===== src/cpt_pkg.sv =====
// ----------------------------------------------------------------------------
// cpt_pkg
// Shared types and codes for the collider pose transform pipeline
// ----------------------------------------------------------------------------
package cpt_pkg;

    localparam int COORD_W = 32;
    localparam int QUAT_W  = 16;
    localparam int IDX_W   = 8;
    localparam int ROT_W   = 40;

    typedef logic [2:0] t_kind;
    typedef logic [1:0] t_role;

    localparam t_kind KIND_BOX     = 3'd0;
    localparam t_kind KIND_SPHERE  = 3'd1;
    localparam t_kind KIND_CAPSULE = 3'd2;
    localparam t_kind KIND_CONVEX  = 3'd3;

    localparam t_role ROLE_CENTER = 2'd0;
    localparam t_role ROLE_TOP    = 2'd1;
    localparam t_role ROLE_BOTTOM = 2'd2;
    localparam t_role ROLE_VERTEX = 2'd3;

    typedef struct packed {
        t_kind                     shape_kind;
        logic signed [QUAT_W-1:0]  quat_w;
        logic signed [QUAT_W-1:0]  quat_x;
        logic signed [QUAT_W-1:0]  quat_y;
        logic signed [QUAT_W-1:0]  quat_z;
        logic signed [COORD_W-1:0] trans_x;
        logic signed [COORD_W-1:0] trans_y;
        logic signed [COORD_W-1:0] trans_z;
        logic signed [COORD_W-1:0] point_x;
        logic signed [COORD_W-1:0] point_y;
        logic signed [COORD_W-1:0] point_z;
        logic [IDX_W-1:0]          vertex_index;
    } t_in_beat;

    typedef struct packed {
        logic signed [COORD_W-1:0] out_x;
        logic signed [COORD_W-1:0] out_y;
        logic signed [COORD_W-1:0] out_z;
        t_role                     point_role;
        logic [IDX_W-1:0]          echo_index;
        logic                      last_of_run;
    } t_out_beat;

    // one point on its way through the pipeline
    typedef struct packed {
        logic signed [QUAT_W-1:0]  quat_w;
        logic signed [QUAT_W-1:0]  quat_x;
        logic signed [QUAT_W-1:0]  quat_y;
        logic signed [QUAT_W-1:0]  quat_z;
        logic signed [COORD_W-1:0] trans_x;
        logic signed [COORD_W-1:0] trans_y;
        logic signed [COORD_W-1:0] trans_z;
        logic signed [COORD_W-1:0] vec_x;
        logic signed [COORD_W-1:0] vec_y;
        logic signed [COORD_W-1:0] vec_z;
        t_role                     role;
        logic [IDX_W-1:0]          idx;
        logic                      last;
    } t_work;

    typedef struct packed {
        logic signed [ROT_W-1:0] rot_x;
        logic signed [ROT_W-1:0] rot_y;
        logic signed [ROT_W-1:0] rot_z;
    } t_rot;

endpackage


===== src/cpt_front.sv =====
// ----------------------------------------------------------------------------
// cpt_front
// Input stage: decodes the shape kind, drops unknown kinds and vertex indexes
// at or above MAX_VERTICES, splits a capsule into its top and bottom end points
// ----------------------------------------------------------------------------
module cpt_front #(
    parameter int MAX_VERTICES = 256
) (
    input  logic             i_clk,
    input  logic             i_rst_n,
    input  logic             i_valid,
    output logic             o_ready,
    input  cpt_pkg::t_in_beat i_data,
    output logic             o_valid,
    input  logic             i_ready,
    output cpt_pkg::t_work   o_data
);
    import cpt_pkg::*;

    localparam logic [IDX_W:0] IDX_LIMIT = (IDX_W+1)'(MAX_VERTICES);

    logic  r_valid, n_valid;
    logic  r_pend, n_pend;
    t_work r_work, n_work;
    logic  w_en;

    assign w_en    = !r_valid || i_ready;
    assign o_ready = w_en && !r_pend;
    assign o_valid = r_valid;
    assign o_data  = r_work;

    always_comb begin
        n_work  = r_work;
        n_valid = r_valid;
        n_pend  = r_pend;
        if (w_en) begin
            n_valid = 1'b0;
            if (r_pend) begin
                // bottom end reuses the held item with the half height negated
                n_work.vec_y = -r_work.vec_y;
                n_work.role  = ROLE_BOTTOM;
                n_work.last  = 1'b1;
                n_valid      = 1'b1;
                n_pend       = 1'b0;
            end else if (i_valid) begin
                n_work.quat_w  = i_data.quat_w;
                n_work.quat_x  = i_data.quat_x;
                n_work.quat_y  = i_data.quat_y;
                n_work.quat_z  = i_data.quat_z;
                n_work.trans_x = i_data.trans_x;
                n_work.trans_y = i_data.trans_y;
                n_work.trans_z = i_data.trans_z;
                n_work.vec_x   = '0;
                n_work.vec_y   = '0;
                n_work.vec_z   = '0;
                n_work.role    = ROLE_CENTER;
                n_work.idx     = '0;
                n_work.last    = 1'b1;
                case (i_data.shape_kind)
                    KIND_BOX, KIND_SPHERE: begin
                        n_valid = 1'b1;
                    end
                    KIND_CAPSULE: begin
                        n_work.vec_y = i_data.point_y >>> 1;
                        n_work.role  = ROLE_TOP;
                        n_work.last  = 1'b0;
                        n_valid      = 1'b1;
                        n_pend       = 1'b1;
                    end
                    KIND_CONVEX: begin
                        n_work.vec_x = i_data.point_x;
                        n_work.vec_y = i_data.point_y;
                        n_work.vec_z = i_data.point_z;
                        n_work.role  = ROLE_VERTEX;
                        n_work.idx   = i_data.vertex_index;
                        n_valid      = ({1'b0, i_data.vertex_index} < IDX_LIMIT);
                    end
                    default: begin
                        n_valid = 1'b0;
                    end
                endcase
            end
        end
    end

    always_ff @(posedge i_clk) begin
        if (!i_rst_n) begin
            r_valid <= 1'b0;
            r_pend  <= 1'b0;
        end else begin
            r_valid <= n_valid;
            r_pend  <= n_pend;
        end
    end

    always_ff @(posedge i_clk) begin
        r_work <= n_work;
    end

    a_pend_holds_top: assert property (@(posedge i_clk) disable iff (!i_rst_n)
        r_pend |-> (r_valid && r_work.role == ROLE_TOP))
        else $error("pending bottom end without a held top end");

    a_unknown_dropped: assert property (@(posedge i_clk) disable iff (!i_rst_n)
        (i_valid && o_ready && i_data.shape_kind[2]) |=> !r_valid)
        else $error("unknown shape kind produced a beat");

endmodule


===== config.mk =====
export PLATFORM = sky130hd
export DESIGN_NAME = cpt_front
export DESIGN_NICKNAME = d
export VERILOG_FILES = /design/src/cpt_pkg.sv /design/src/cpt_front.sv
export SDC_FILE = /design/constraint.sdc
export NUM_CORES = 1
export LEC_CHECK = 0
export BUFFER_PORTS_ARGS = -buffer_cell sky130_fd_sc_hd__buf_2
export CELL_PAD_IN_SITES_DETAIL_PLACEMENT = 1
export CELL_PAD_IN_SITES_GLOBAL_PLACEMENT = 1
export CORE_AREA = 3 3 212 214
export DETAILED_ROUTE_END_ITERATION = 7
export DIE_AREA = 0 0 215 217
export PLACE_DENSITY = 0.63
export SETUP_SLACK_MARGIN = 0.15
export SLEW_MARGIN = 30
export SYNTH_ARGS = -nofsm -noshare
export SYNTH_HDL_FRONTEND = slang
export SYNTH_SLANG_ARGS = --single-unit

===== constraint.sdc =====
create_clock -name i_clk -period 42.9 [get_ports i_clk]
set_input_delay 10.725 -clock i_clk [delete_from_list [all_inputs] [get_ports i_clk]]
set_output_delay 10.725 -clock i_clk [all_outputs]
set_load 0.02 [all_outputs]

==> impl_metrics.prom <==
# TYPE chip_impl_metric gauge
chip_impl_info{name="run_status",value="completed"} 1
chip_impl_metric{name="total_leakage_power",unit="nW"} 6.042
chip_impl_metric{name="final-hold-violation-count",unit=""} 0
chip_impl_info{name="unrepaired_setup_endpoints_after_global_routing",value="no"} 1
chip_impl_metric{name="groute.layer.met2.usage",unit="%"} 26.04
chip_impl_metric{name="min_period_over_period",unit="%"} 51.90
chip_impl_metric{name="die_width",unit="µm"} 215
chip_impl_metric{name="maxSlewHeadroom",unit="%"} 35.91
chip_impl_metric{name="drt_iter0_markers",unit=""} 460
chip_impl_info{name="crit_path_capture",value="o_ready"} 1
chip_impl_metric{name="tightest_slew",unit="ps"} 952.5
chip_impl_metric{name="ant_nets",unit=""} 0
chip_impl_metric{name="synthDistinctLibCells",unit=""} 44
chip_impl_metric{name="initial_core_util",unit="%"} 23.12
chip_impl_metric{name="period_needed",unit="ps"} 22260
chip_impl_metric{name="internal_power",unit="W"} 0.0004730
chip_impl_metric{name="detail_route.first_pass.iterations",unit=""} 4
chip_impl_metric{name="floorplan.core_area",unit="µm²"} 43080
chip_impl_metric{name="netlist.area_leader.share",unit="%"} 80.51
chip_impl_metric{name="worst_skew_pair.late_latency",unit="ps"} 560
chip_impl_metric{name="grt_use_met3",unit="%"} 5.948
chip_impl_info{name="clock_tree_root",value="sky130_fd_sc_hd__clkbuf_16"} 1
chip_impl_metric{name="timing.critical_path.required",unit="ps"} 32170
chip_impl_metric{name="routedWlPerCell",unit="µm"} 21.68
chip_impl_metric{name="postSynthCellCount",unit=""} 555
chip_impl_metric{name="final-setup-viol-count",unit=""} 0
chip_impl_metric{name="core.rowCount",unit=""} 76
chip_impl_metric{name="postLayoutCellArea",unit="µm²"} 14330
chip_impl_info{name="end_kind",value="primary output"} 1
chip_impl_metric{name="gp_routability_congestion",unit=""} 0.8232
chip_impl_metric{name="ios",unit=""} 540
chip_impl_info{name="routing_layer_with_the_top_usage_in_global_route",value="met2"} 1
chip_impl_metric{name="worst_ir_drop_vdd",unit="mV"} 0.02686
chip_impl_metric{name="total_gr_overflow",unit=""} 0
chip_impl_metric{name="critPathMaxFanout",unit=""} 6
chip_impl_metric{name="synth.avg_cell_area",unit="µm²"} 17.94
chip_impl_metric{name="clk_transition_reported_paths",unit="ps"} 60
chip_impl_metric{name="drv.max_cap_violation_count",unit=""} 0
chip_impl_info{name="worstSetupPathType",value="in2out"} 1
chip_impl_info{name="min-delay-path-class",value="reg2reg"} 1
chip_impl_info{name="worstSetupStartpointType",value="primary input"} 1
chip_impl_metric{name="antenna_found_initial",unit=""} 14
chip_impl_metric{name="netSwitchingFraction",unit="%"} 25.18
chip_impl_metric{name="htreeDepth",unit=""} 1
chip_impl_metric{name="routed_via_density",unit=""} 4.248
chip_impl_metric{name="detail_route.wirelength",unit="µm"} 37270
chip_impl_metric{name="synth-edff-count",unit=""} 267
chip_impl_metric{name="clock_tree.buffer_depth",unit=""} 3
chip_impl_metric{name="power_switching",unit="W"} 0.0001592
chip_impl_metric{name="syn_nets",unit=""} 827
chip_impl_info{name="yosys-top-cells-area",value="sky130_fd_sc_hd__edfxtp_1 81%, sky130_fd_sc_hd__and2_1 4.6%, sky130_fd_sc_hd__mux2i_1 2.8%, sky130_fd_sc_hd__nor4_1 1.0%, sky130_fd_sc_hd__o31a_1 0.88%"} 1
chip_impl_metric{name="use_met1",unit="%"} 16.72
chip_impl_metric{name="power.sequential.fraction",unit="%"} 49.8
chip_impl_metric{name="area_delta_synth_final",unit="%"} 43.85
chip_impl_metric{name="clock-sinks",unit=""} 269
chip_impl_metric{name="setup.reg_to_reg.worst_slack",unit="ps"} 39840
chip_impl_metric{name="skew",unit="ps"} 12.74
chip_impl_info{name="synth.most_common_cell",value="sky130_fd_sc_hd__edfxtp_1"} 1
chip_impl_info{name="ff_to_ff_end",value="o_data[71]$_DFFE_PN_"} 1
chip_impl_metric{name="placedInstanceArea",unit="µm²"} 13360
chip_impl_metric{name="timing_max_transition_violations_final",unit=""} 0
chip_impl_metric{name="total_negative_setup_slacks",unit="ps"} 0
chip_impl_metric{name="design.final.nets",unit=""} 1379
chip_impl_metric{name="critPathArrivalTime",unit="ps"} 11540
chip_impl_metric{name="multi_input_comb_area",unit="µm²"} 1764
chip_impl_info{name="cell_types_with_the_highest_counts_after_synthesis",value="267 x sky130_fd_sc_hd__edfxtp_1, 73 x sky130_fd_sc_hd__and2_1, 28 x sky130_fd_sc_hd__mux2i_1"} 1
chip_impl_info{name="startpoint",value="i_ready"} 1
chip_impl_metric{name="share_clk_of_total_power",unit="%"} 38.9
chip_impl_metric{name="async_flop_share",unit="%"} 0
chip_impl_metric{name="post_cts.repair.setup_buffers",unit=""} 0
chip_impl_metric{name="combPwrFrac",unit="%"} 11.3
chip_impl_metric{name="grt_use_total",unit="%"} 14.93
chip_impl_metric{name="ff_latch_area",unit="µm²"} 8058
chip_impl_metric{name="fmaxAchievable",unit="MHz"} 44.92
chip_impl_metric{name="grt_max_degree",unit=""} 171
chip_impl_metric{name="power.density_cell_area",unit="nW/µm²"} 44.13
chip_impl_metric{name="dp.final_hpwl",unit="µm"} 28550
chip_impl_metric{name="numCtsBuffers",unit=""} 30
chip_impl_metric{name="post_cts_hold_buffer_count",unit=""} 0
chip_impl_info{name="yosys.area.top_type",value="sky130_fd_sc_hd__edfxtp_1"} 1
chip_impl_info{name="reg2reg_from",value="o_data[44]$_DFFE_PN_"} 1
chip_impl_metric{name="yosys_warnings",unit=""} 0
chip_impl_metric{name="total_power",unit="W"} 0.0006322
chip_impl_metric{name="wire_length_of_the_first_global_routing_pass",unit="µm"} 52350
chip_impl_metric{name="fillCellCount",unit=""} 4740
chip_impl_metric{name="die-area",unit="µm²"} 46660
chip_impl_metric{name="detail_route.drc_violations",unit=""} 0
chip_impl_metric{name="detailroute.via_count",unit=""} 7303
chip_impl_metric{name="number_of_global_route_vias_before_repair",unit=""} 7493
chip_impl_metric{name="netlist_area",unit="µm²"} 9958
chip_impl_metric{name="portBuffers",unit=""} 539
chip_impl_metric{name="ys_seq_elements",unit=""} 269
chip_impl_metric{name="post_cts_resize_count",unit=""} 0
chip_impl_metric{name="reg2reg_depth",unit=""} 6
chip_impl_info{name="clock_tree_from_tritoncts",value="built"} 1
chip_impl_metric{name="synth.yosys.seq_area_share",unit="%"} 80.91
chip_impl_metric{name="drive_above_1_share",unit="%"} 52.83
chip_impl_metric{name="die_y",unit="µm"} 217
chip_impl_info{name="synthFlopType",value="sky130_fd_sc_hd__edfxtp_1"} 1
==> layer usage <==
metal / vias up / share of wire (%)
met5: - / 0.28
met4: 18 / 3.8
met3: 84 / 9.5
met2: 342 / 50
met1: 3574 / 36
li1: 3285 / -
==> worst max-delay path, cell delays in order <==
cell and delay (ps):
sky130_fd_sc_hd__buf_2 90, sky130_fd_sc_hd__nor2b_1 420, sky130_fd_sc_hd__nor2_1 110, sky130_fd_sc_hd__buf_2 190
==> power groups by stage <==
| stage | Sequential (W) | Clock, W | Combinational [W] |
|---|---|---|---|
| 4_1_cts | 0.000315 | 0.000256 | 0.0000727 |
| 2_1_floorplan | 0.000347 | 0 | 0.0000148 |
| 3_3_place_gp | 0.000320 | 0 | 0.0000715 |
| 5_1_grt | 0.000316 | 0.000267 | 0.0000765 |
| 6_report | 0.000315 | 0.000246 | 0.0000717 |
| 3_5_place_dp | 0.000320 | 0 | 0.0000725 |
==> cell families (layout without fill, tap and decap cells) <==
family,Yosys count,in the layout,share of synthesized area [%]
other cells,0,4,0
simple gates,153,153,9.272
xor+xnor,9,9,0.7916
compound gates,54,54,4.196
flops,269,269,80.91
buf+inv,38,613,1.545
fa+ha+maj,1,1,0.1256
mux,31,31,3.154
==> state kept, by name, indices dropped and copies added, names as in the netlist <==
| register | count |
|---|---|
| o_valid | 1 |
| r_pend | 1 |
| o_data | 267 |
==> metrics by stage <==
stage	worst slack [ps]	utilization [%]	hold slack (ps)	cells
after detailed placement	20630	31.02	696.0	1659
after global routing	20560	33.23	769.1	1715
after floorplan	15360	-	716.8	555
after global placement	20670	31.02	677.8	1659
after CTS	20630	33.17	710.5	1714
final	20640	33.25	719.2	1719
==> cell usage in the layout, fill, tap and decap left out, types with 10 or more instances in the layout <==
cell	n
sky130_fd_sc_hd__mux2i_1	28
sky130_fd_sc_hd__clkbuf_16	30
sky130_fd_sc_hd__edfxtp_1	267
sky130_fd_sc_hd__buf_2	539
sky130_fd_sc_hd__o31a_1	10
sky130_fd_sc_hd__inv_1	10
sky130_fd_sc_hd__o32ai_1	10
sky130_fd_sc_hd__nor4_1	16
sky130_fd_sc_hd__and2_1	73
sky130_fd_sc_hd__nor2_1	12
==> how the worst min path moves through the flow <==
stage	from	end	slack, ps	cells after the start
global placement	o_data[56]$_DFFE_PN_	o_data[56]$_DFFE_PN_	680	2
finish	r_pend$_SDFFE_PN0N_	r_pend$_SDFFE_PN0N_	720	3
global route	r_pend$_SDFFE_PN0N_	r_pend$_SDFFE_PN0N_	770	3
CTS	o_data[56]$_DFFE_PN_	o_data[56]$_DFFE_PN_	710	2
floorplan	r_pend$_SDFFE_PN0N_	o_data[71]$_DFFE_PN_	720	2
detailed placement	o_data[56]$_DFFE_PN_	o_data[56]$_DFFE_PN_	700	2
==> cell type report <==
| cell class | count | area share, % |
|---|---|---|
| sequential | 269 | 56.25 |
| clock inverter | 18 | 1.039 |
| timing repair buffer | 548 | 19.53 |
| tap | 585 | 5.110 |
| inverter | 10 | 0.2620 |
| clock buffer | 37 | 5.424 |
| multi-input combinational | 248 | 12.32 |
| antenna | 4 | 0.06988 |
(Power assumes the default switching activity.)
